===== src/hdl/assert_macros.svh =====
// ---------------------------------------------------------------------------
// assert_macros.svh
// Assertion macros shared by the min/max stack RTL. The checks are compiled
// out when SYNTHESIS is defined.
// ---------------------------------------------------------------------------
`ifndef ASSERT_MACROS_SVH
`define ASSERT_MACROS_SVH

`ifndef SYNTHESIS

`define MMS_ASSERT(label, clk, rst_n, prop) \
	label: assert property (@(posedge clk) disable iff (!rst_n) prop) \
		else $error("%m: assertion failed");

`define MMS_ASSERT_IMPL(label, clk, rst_n, pre, post) \
	label: assert property (@(posedge clk) disable iff (!rst_n) (pre) |-> (post)) \
		else $error("%m: implication failed");

`else

`define MMS_ASSERT(label, clk, rst_n, prop)

`define MMS_ASSERT_IMPL(label, clk, rst_n, pre, post)

`endif

`endif


===== src/hdl/mms_pkg.sv =====
// ---------------------------------------------------------------------------
// mms_pkg
// Types and constants of the min/max stack.
// ---------------------------------------------------------------------------
package mms_pkg;

	localparam int STACK_DEPTH = 64;
	localparam int DEPTH_W     = $clog2(STACK_DEPTH + 1);
	localparam int DATA_W      = 32;
	localparam int COUNT_W     = 7;
	localparam int CMD_W       = 2;
	localparam int ERR_W       = 2;

	typedef enum logic [CMD_W-1:0] {
		CMD_PUSH = 2'd0,
		CMD_POP  = 2'd1,
		CMD_NOP  = 2'd2
	} mms_cmd_t;

	typedef enum logic [ERR_W-1:0] {
		ERR_OK    = 2'd0,
		ERR_EMPTY = 2'd1,
		ERR_FULL  = 2'd2
	} mms_err_t;

	typedef struct packed {
		logic signed [DATA_W-1:0] val;
		logic signed [DATA_W-1:0] max;
		logic signed [DATA_W-1:0] min;
	} mms_entry_t;

	typedef struct packed {
		logic push;
		logic pop;
	} mms_shift_t;

endpackage


===== src/hdl/mms_cell.sv =====
// ---------------------------------------------------------------------------
// mms_cell
// One stack slot: takes the entry above on push, the entry below on pop.
// ---------------------------------------------------------------------------
module mms_cell
	import mms_pkg::*;
(
	input  logic       clk,
	input  mms_shift_t shift,
	input  mms_entry_t from_above,
	input  mms_entry_t from_below,
	output mms_entry_t entry
);

	mms_entry_t entry_q;

	always_ff @(posedge clk) begin
		if (shift.push) begin
			entry_q <= from_above;
		end else if (shift.pop) begin
			entry_q <= from_below;
		end
	end

	assign entry = entry_q;

endmodule


===== config.mk =====
export PLATFORM = sky130hd
export DESIGN_NAME = mms_cell
export DESIGN_NICKNAME = d
export VERILOG_FILES = /design/src/hdl/assert_macros.svh /design/src/hdl/mms_pkg.sv /design/src/hdl/mms_cell.sv
export SDC_FILE = /design/constraint.sdc
export NUM_CORES = 1
export LEC_CHECK = 0
export BUFFER_PORTS_ARGS = -buffer_cell sky130_fd_sc_hd__buf_4
export CAP_MARGIN = 20
export CORE_MARGIN = 8
export CORE_UTILIZATION = 41
export DETAILED_ROUTE_END_ITERATION = 16
export GPL_TIMING_DRIVEN = 0
export PLACE_DENSITY = 0.8
export SLEW_MARGIN = 20
export SYNTH_ARGS = -nofsm -noshare
export SYNTH_HDL_FRONTEND = slang
export SYNTH_SLANG_ARGS = --single-unit

===== constraint.sdc =====
create_clock -name clk -period 4.11 [get_ports clk]
set_input_delay 0.2055 -clock clk [delete_from_list [all_inputs] [get_ports clk]]
set_output_delay 0.2055 -clock clk [all_outputs]
set_load 0.1 [all_outputs]

==> results of run 1 <==
[worst max-delay path, delay by kind of cell]
family / cells / cell delay (ns)
buffers and inverters: 4 / 0.76
and+or+nand+nor: 1 / 0.59
[power by group through the flow]
stage	Clock, uW	Sequential, uW	Combinational (uW)
after detailed placement	0	1260	1260
after floorplan	0	2040	126
final	511	1230	1250
after CTS	525	1230	1260
after global routing	559	1240	1290
after global placement	0	1250	1250
[layer usage]
layer / routed length [um] / share of wire / up-vias / track usage
met1: 4180 / 0.32 / 1388 / 0.175
li1: - / - / 1404 / -
met4: 301 / 0.023 / 0 / 0.0759
met5: 0 / 0 / - / 0
met3: 1490 / 0.12 / 20 / 0.0652
met2: 7000 / 0.54 / 177 / 0.349
[through the flow]
stage	power (uW)	instances	util
floorplan	2170	204	-
global placement	2500	626	0.662
detailed placement	2520	627	0.665
CTS	3020	643	0.681
global route	3090	643	0.681
finish	3000	643	0.681
[path summary, 6_finish.rpt]
kind,cells past startpoint,end,startpoint,slack [ns]
max,5,entry[60],shift[1],2.50
min,2,entry[79],from_below[79],0.15
[layout make-up]
class / instances / share of cell area
Clock inverter: 7 / 0.00431
Tap cell: 133 / 0.0249
Sequential cell: 96 / 0.431
Clock buffer: 9 / 0.0185
Multi-Input combinational cell: 97 / 0.179
Timing Repair Buffer: 290 / 0.329
Buffer: 11 / 0.0129
[placed cells by master, fill, tap and decap left out, drive strengths merged]
cell and n:
buf 301, edfxtp 96, mux2 96, clkbuf 9, clkinv 7, or2 1
[kinds of logic (layout without fill, tap and decap cells)]
group,Yosys count,in the layout
AND/OR/NAND/NOR,1,1
buffers and inverters,11,317
multiplexers,96,96
flip-flops,96,96
==> impl_metrics.ini, run 1 <==
[clock_network]
clock_tree.root_cell = sky130_fd_sc_hd__clkbuf_8
cts_tree = built
cts-hold-fix-buffers = 0
htreeDepth = 3
clock_tree.buffer_depth = 2
cts-resized-gates = 0
cts_inserted_buffers = 9
post_cts_setup_buffer_count = 0
clock-sinks = 96
clk_transition_reported_paths_ns = 0.09

[job]
drv_cap = 0

[sta]
fin_crit_ns = 1.61
fin_crit_sh = 0.391
max_clock_freq_mhz = 623
rsz0062_at_grt = no
number_of_failing_setup_endpoints_in_the_final_timing_report = 0
drv_slew = 0
slew-limit-headroom = 0.539
pin_slew_with_the_least_headroom_to_its_limit_ns = 0.692
finalHoldViolations = 0
layout_setup_ws_ns = 2.50
hold-worst-slack_ns = 0.151
setup-tns-final_ns = 0

[place]
place_hpwl_mm = 10.7
io_buffers = 289
globalplace.congestion = 0.769
post-place-ws_ns = 2.11
placed_cell_area_sq_um = 6530

[synthesis]
synthAdderAreaFrac = 0
synthesis.area_per_instance_sq_um = 20.4
synth-compound-area-share = 0
dominant_combinational_cell_family_by_area_after_synthesis = multiplexers
synth.yosys.warnings = 0
netlist.top_cell.by_area = sky130_fd_sc_hd__edfxtp_1
mappedNetlistArea_sq_um = 4170
synth_area_leaders = sky130_fd_sc_hd__edfxtp_1 69%, sky130_fd_sc_hd__mux2_2 18%, sky130_fd_sc_hd__mux2_4 10%
synth_fp_nets = 399
postSynthCellCount = 204
synth-seq-cells = 96
synth.area.mux_share = 0.286
synth-async-reset-ratio = 0
synth_enable_flop_cells = 96
synthTopCellsByCount = 96 x sky130_fd_sc_hd__edfxtp_1, 67 x sky130_fd_sc_hd__mux2_2, 29 x sky130_fd_sc_hd__mux2_4, 6 x sky130_fd_sc_hd__buf_2, 5 x sky130_fd_sc_hd__buf_6
most_frequent_cell_after_synthesis = sky130_fd_sc_hd__edfxtp_1
ys.flop_type = sky130_fd_sc_hd__edfxtp_1
yosysTopAreaCellShare = 0.692
ys_types = 6
synth_xor_area_frac = 0
synth-seq-area-share = 0.692
synthSimpleGateAreaFrac = 0.00150

[hold_path]
min_path_type = in -> reg

[final_layout]
nFillCells = 697
post-route-cell-area_sq_um = 6680
insertedDiodeCount = 0
final_net_count = 700
multi_input_area_sq_um = 1200
area_growth_syn_to_layout_pct = 60.5
largest_register_ff_count = 96
layout.area.seq_sq_um = 2880
layout-drive-gt1-share = 0.802

[global_route]
globalRouteTotalUtil = 0.184
wire_length_of_the_first_global_routing_pass_mm = 18.5
grt_pass1_vias = 3451
grt_overflow = 0
grt_start_max_net_pins = 50
antenna_found_initial = 0

[pwr]
power.internal_uw = 1740
clkPwrFrac = 0.171
power.share.sequential = 0.411
combPwrFrac = 0.418
power_dens_cells_nw_per_um2 = 448
ir_drop_mv = 0.235
power_switching_share = 0.418
leakage_uw = 0.00302
p_sw_uw = 1250

[critical_path]
crit_fanout = 49
slowest_delay_ns = 0.59
slowest_stage = sky130_fd_sc_hd__or2_4
cp_data_required_time_ns = 4.13
type_of_the_worst_setup_path = in -> reg
cell_breakdown_of_the_critical_path = buf_6 > buf_6 > buf_6 > or2_4 > buf_16
start_kind = primary input
endpoint_type_of_the_worst_setup_path = flip-flop
cp_common_cell = sky130_fd_sc_hd__buf_6
worst_ep_arrival_time_ns = 1.63

[detailed_routing]
ant_nets = 0
drcViolationCount = 0
detail_route.iter0.violations = 87
avgRoutedWirePerCell_um = 20.2
vias_per_cell = 4.65
drt_wl_total_mm = 13.0
route.vias.total = 2989
first_pass_iters = 4

[floorplan]
io_pins = 291
placementRows = 36
die_h_um = 117
placeableCoreArea_sq_um = 9820
die_area_sq_um = 13600
chip_width_um = 117
start_util = 0.424

[status]
run_status = complete, no violations
Power figures use the tool's default switching activity.
==> run 2, diff against run 1 <==
clock period = 1.6 ns   (was 4.11 ns; I/O delays follow)
==> run 2 against run 1 <==
Net effect:
- core utilization grew 0.41 points
- final area rose by 0.60%
- die area stayed put
- first-iteration DRC count increased by 1.1%
- critical path depth stayed put
- combinational power grew to 2.6 times the previous value
- clock-buffer cell count increased by 2
- hold slack got worse by 0.13 ns
- sequential share of layout area shrank 0.26 points
- highest routed layer unchanged
==> impl_metrics.ini, run 2 (synthesized netlist as in run 1, its figures left out) <==
[pwr]
p_sw_uw = 3210
combPwrFrac = 0.408
power_switching_share = 0.409
clkPwrFrac = 0.189
power.internal_uw = 4650
ir_drop_mv = 0.627
power_dens_cells_nw_per_um2 = 1170
total_chip_power_uw = 7870
leakage_uw = 0.00304
power.share.sequential = 0.402

[clock_network]
cts-resized-gates = 0
cts_tree = built
htreeDepth = 3
clock_tree.buffer_depth = 2
cts_inserted_buffers = 9
cts-hold-fix-buffers = 0
post_cts_setup_buffer_count = 0
clock_tree.root_cell = sky130_fd_sc_hd__clkbuf_8
clock-sinks = 96
clk_transition_reported_paths_ns = 0.09

[detailed_routing]
route.vias.total = 2939
drt_wl_total_mm = 12.9
ant_nets = 0
vias_per_cell = 4.56
detail_route.iter0.violations = 88
first_pass_iters = 4
avgRoutedWirePerCell_um = 20.1
drcViolationCount = 0

[job]
drv_cap = 0

[sta]
hold-worst-slack_ns = 0.0222
finalHoldViolations = 0
fin_crit_ns = 1.43
fin_crit_sh = 0.891
setup-tns-final_ns = 0
pin_slew_with_the_least_headroom_to_its_limit_ns = 0.718
max_clock_freq_mhz = 701
slew-limit-headroom = 0.521
drv_slew = 0
rsz0062_at_grt = no
number_of_failing_setup_endpoints_in_the_final_timing_report = 0
layout_setup_ws_ns = 0.174

[hold_path]
min_path_type = in -> reg
whs_path_depth = 2

[critical_path]
cell_breakdown_of_the_critical_path = buf_8 > buf_8 > buf_8 > or2_4 > buf_12
start_kind = primary input
number_of_buffer_and_inverter_stages_on_the_critical_path = 4
type_of_the_worst_setup_path = in -> reg
cell_count_along_the_critical_path = 5
cp_common_cell = sky130_fd_sc_hd__buf_8
slowest_delay_ns = 0.59
endpoint_type_of_the_worst_setup_path = flip-flop
slowest_stage = sky130_fd_sc_hd__or2_4
crit_fanout = 50
critical-path-top-delay-family = buffers and inverters
worst_ep_arrival_time_ns = 1.46
cp_data_required_time_ns = 1.64

[final_layout]
largest_register_ff_count = 96
final_core_util = 0.685
insertedDiodeCount = 0
layout_common_cells = 289 x sky130_fd_sc_hd__buf_4, 96 x sky130_fd_sc_hd__edfxtp_1, 67 x sky130_fd_sc_hd__mux2_2
layout.cells.most_common = sky130_fd_sc_hd__buf_4
area_growth_syn_to_layout_pct = 61.4
final_net_count = 701
layout-drive-gt1-share = 0.802

[global_route]
grt_pass1_vias = 3352
grtUsageMet2 = 0.339
groute.layer.met3.usage = 0.0795
gr-usage-met1 = 0.180
wire_length_of_the_first_global_routing_pass_mm = 18.7
top_usage_layer = met2
grt_start_max_net_pins = 51
globalRouteTotalUtil = 0.186
antenna_found_initial = 0
grt_overflow = 0

[place]
io_buffers = 289
post-place-ws_ns = -0.217
globalplace.congestion = 0.786
place_hpwl_mm = 10.7

[floorplan]
die_h_um = 117
chip_width_um = 117
start_util = 0.424
placementRows = 36
die_area_sq_um = 13600
placeableCoreArea_sq_um = 9820
io_pins = 291

[status]
run_status = complete, no violations
[run 2: path summary, 6_finish.rpt]
check,slack (ns),end,startpoint
min,0.02,entry[87],from_below[87]
max,0.17,entry[60],shift[1]
[run 2: area by class of cell]
| type | instances | area (sq um) |
|---|---|---|
| fill | 676 | 3100 |
| sequential | 96 | 2880 |
| timing repair buffer | 291 | 2200 |
| multi-input combinational | 97 | 1200 |
| tap | 133 | 166 |
| clock buffer | 11 | 131 |
| buffer | 11 | 97.6 |
| clock inverter | 5 | 47.5 |
[run 2: metal layers]
metal	vias up	wire length, um
li1	1405	-
met1	1338	4150
met2	176	6850
met3	20	1650
met4	0	278
met5	-	0
[run 2: power by group through the flow]
stage | Sequential (uW) | Combinational (uW) | Clock (uW)
floorplan | 5240 | 329 | 0
global placement | 3210 | 3210 | 0
detailed placement | 3230 | 3230 | 0
CTS | 3170 | 3230 | 1530
global route | 3200 | 3300 | 1630
finish | 3170 | 3210 | 1490
[run 2: metrics by stage]
step	std cells	area [sq um]
final	644	6720
after CTS	643	6710
after global placement	626	6520
after floorplan	204	4180
after global routing	644	6720
after detailed placement	627	6540
==> run 3, diff against run 2 <==
ABC_AREA = 1   (was default)
HOLD_SLACK_MARGIN = 0.1   (was default)
==> run 3 against run 2 <==
Net effect:
- the flow now stops in 4_1_cts
- synthesized area down 1.1%
- synthesized cell count increased by 100%
==> impl_metrics.ini, run 3 <==
[floorplan]
start_util = 0.422
die_h_um = 116
placementRows = 36
io_pins = 291
chip_width_um = 116

[synthesis]
mappedNetlistArea_sq_um = 4120
synth_enable_flop_cells = 96
synth-seq-area-share = 0.699
synth_fp_nets = 602
synth-async-reset-ratio = 0
synthTopCellsByCount = 288 x sky130_fd_sc_hd__nand2_1, 96 x sky130_fd_sc_hd__edfxtp_1, 14 x sky130_fd_sc_hd__buf_2, 6 x sky130_fd_sc_hd__buf_6
netlist.top_cell.by_area = sky130_fd_sc_hd__edfxtp_1
synth.yosys.warnings = 0
ys_types = 7
synth_area_leaders = sky130_fd_sc_hd__edfxtp_1 70%, sky130_fd_sc_hd__nand2_1 26%, sky130_fd_sc_hd__buf_2 1.7%
synthesis.area_per_instance_sq_um = 10.1
synth-seq-cells = 96
postSynthCellCount = 407
most_frequent_cell_after_synthesis = sky130_fd_sc_hd__nand2_1
yosysTopAreaCellShare = 0.699
ys.flop_type = sky130_fd_sc_hd__edfxtp_1

[clock_network]
cts_inserted_buffers = 9
cts-resized-gates = 0
clock_tree.buffer_depth = 2
post_cts_setup_buffer_count = 0
clock-sinks = 96
clock_tree.root_cell = sky130_fd_sc_hd__clkbuf_8
htreeDepth = 3
cts-hold-fix-buffers = 170

[place]
place_hpwl_mm = 11.7
io_buffers = 289
post-place-ws_ns = -0.132
place.detailed.instances = 830
globalplace.congestion = 0.841

[status]
flow.stopped_at = 4_1_cts
first-error = [ERROR RSZ-0060] Max buffer count reached.
run_status = aborted with a tool error
-- run 3: logic make-up after synthesis --
| kind of cell | after synthesis | synth area share |
|---|---|---|
| simple gates | 289 | 0.264 |
| flops | 96 | 0.699 |
| buf+inv | 22 | 0.0367 |
-- run 3: stage by stage --
stage / cell area [sq um] / hold slack (ns) / util
3_5_place_dp: 6490 / 0.348 / 0.664
2_1_floorplan: 4120 / 0.259 / -
3_3_place_gp: 6460 / 0.342 / 0.661
==> run 4, diff against run 3 <==
CORE_UTILIZATION = 40   (was 41)
HOLD_SLACK_MARGIN = default   (was 0.1)
PLACE_DENSITY = default   (was 0.8)
PLACE_DENSITY_LB_ADDON = 0.15   (was default)
==> run 4 against run 3 <==
Net effect:
- the run again fails in 4_1_cts
- synthesized area unchanged
- synthesized cell count unchanged
==> impl_metrics.ini, run 4 <==
[status]
run_status = aborted with a tool error
flow.stopped_at = 4_1_cts
first-error = [ERROR RSZ-0060] Max buffer count reached.

[synthesis]
yosysTopAreaCellShare = 0.699
netlist.top_cell.by_area = sky130_fd_sc_hd__edfxtp_1
synthesis.area_per_instance_sq_um = 10.1
synth-seq-cells = 96
mappedNetlistArea_sq_um = 4120
most_frequent_cell_after_synthesis = sky130_fd_sc_hd__nand2_1
synth-async-reset-ratio = 0
synthTopCellsByCount = 288 x sky130_fd_sc_hd__nand2_1, 96 x sky130_fd_sc_hd__edfxtp_1, 14 x sky130_fd_sc_hd__buf_2, 6 x sky130_fd_sc_hd__buf_6
synth-seq-area-share = 0.699
synth_enable_flop_cells = 96
synth_fp_nets = 602
postSynthCellCount = 407
synth_area_leaders = sky130_fd_sc_hd__edfxtp_1 70%, sky130_fd_sc_hd__nand2_1 26%, sky130_fd_sc_hd__buf_2 1.7%
synth.yosys.warnings = 0
ys.flop_type = sky130_fd_sc_hd__edfxtp_1
ys_types = 7

[clock_network]
clock_tree.buffer_depth = 2
clock-sinks = 96
cts-hold-fix-buffers = 171
clock_tree.root_cell = sky130_fd_sc_hd__clkbuf_8
post_cts_setup_buffer_count = 0
cts_inserted_buffers = 9
htreeDepth = 3
cts-resized-gates = 0

[place]
place_hpwl_mm = 11.5
globalplace.congestion = 0.775
io_buffers = 289

[floorplan]
placementRows = 37
io_pins = 291
start_util = 0.405
die_h_um = 118
chip_width_um = 118
## run 4: cell counts after synthesis
Identical to the previous run, type by type.
## run 4: logic make-up after synthesis
family / after synthesis / synth area share
flops: 96 / 0.699
simple gates: 289 / 0.264
buf+inv: 22 / 0.0367
## run 4: through the flow
step | instance area, sq um | setup slack [ns] | std cells | utilization | TNS (ns)
after floorplan | 4120 | 0.119 | 407 | - | 0
after detailed placement | 6490 | -0.0974 | 833 | 0.637 | -4.70
after global placement | 6460 | -0.244 | 832 | 0.635 | -23.05
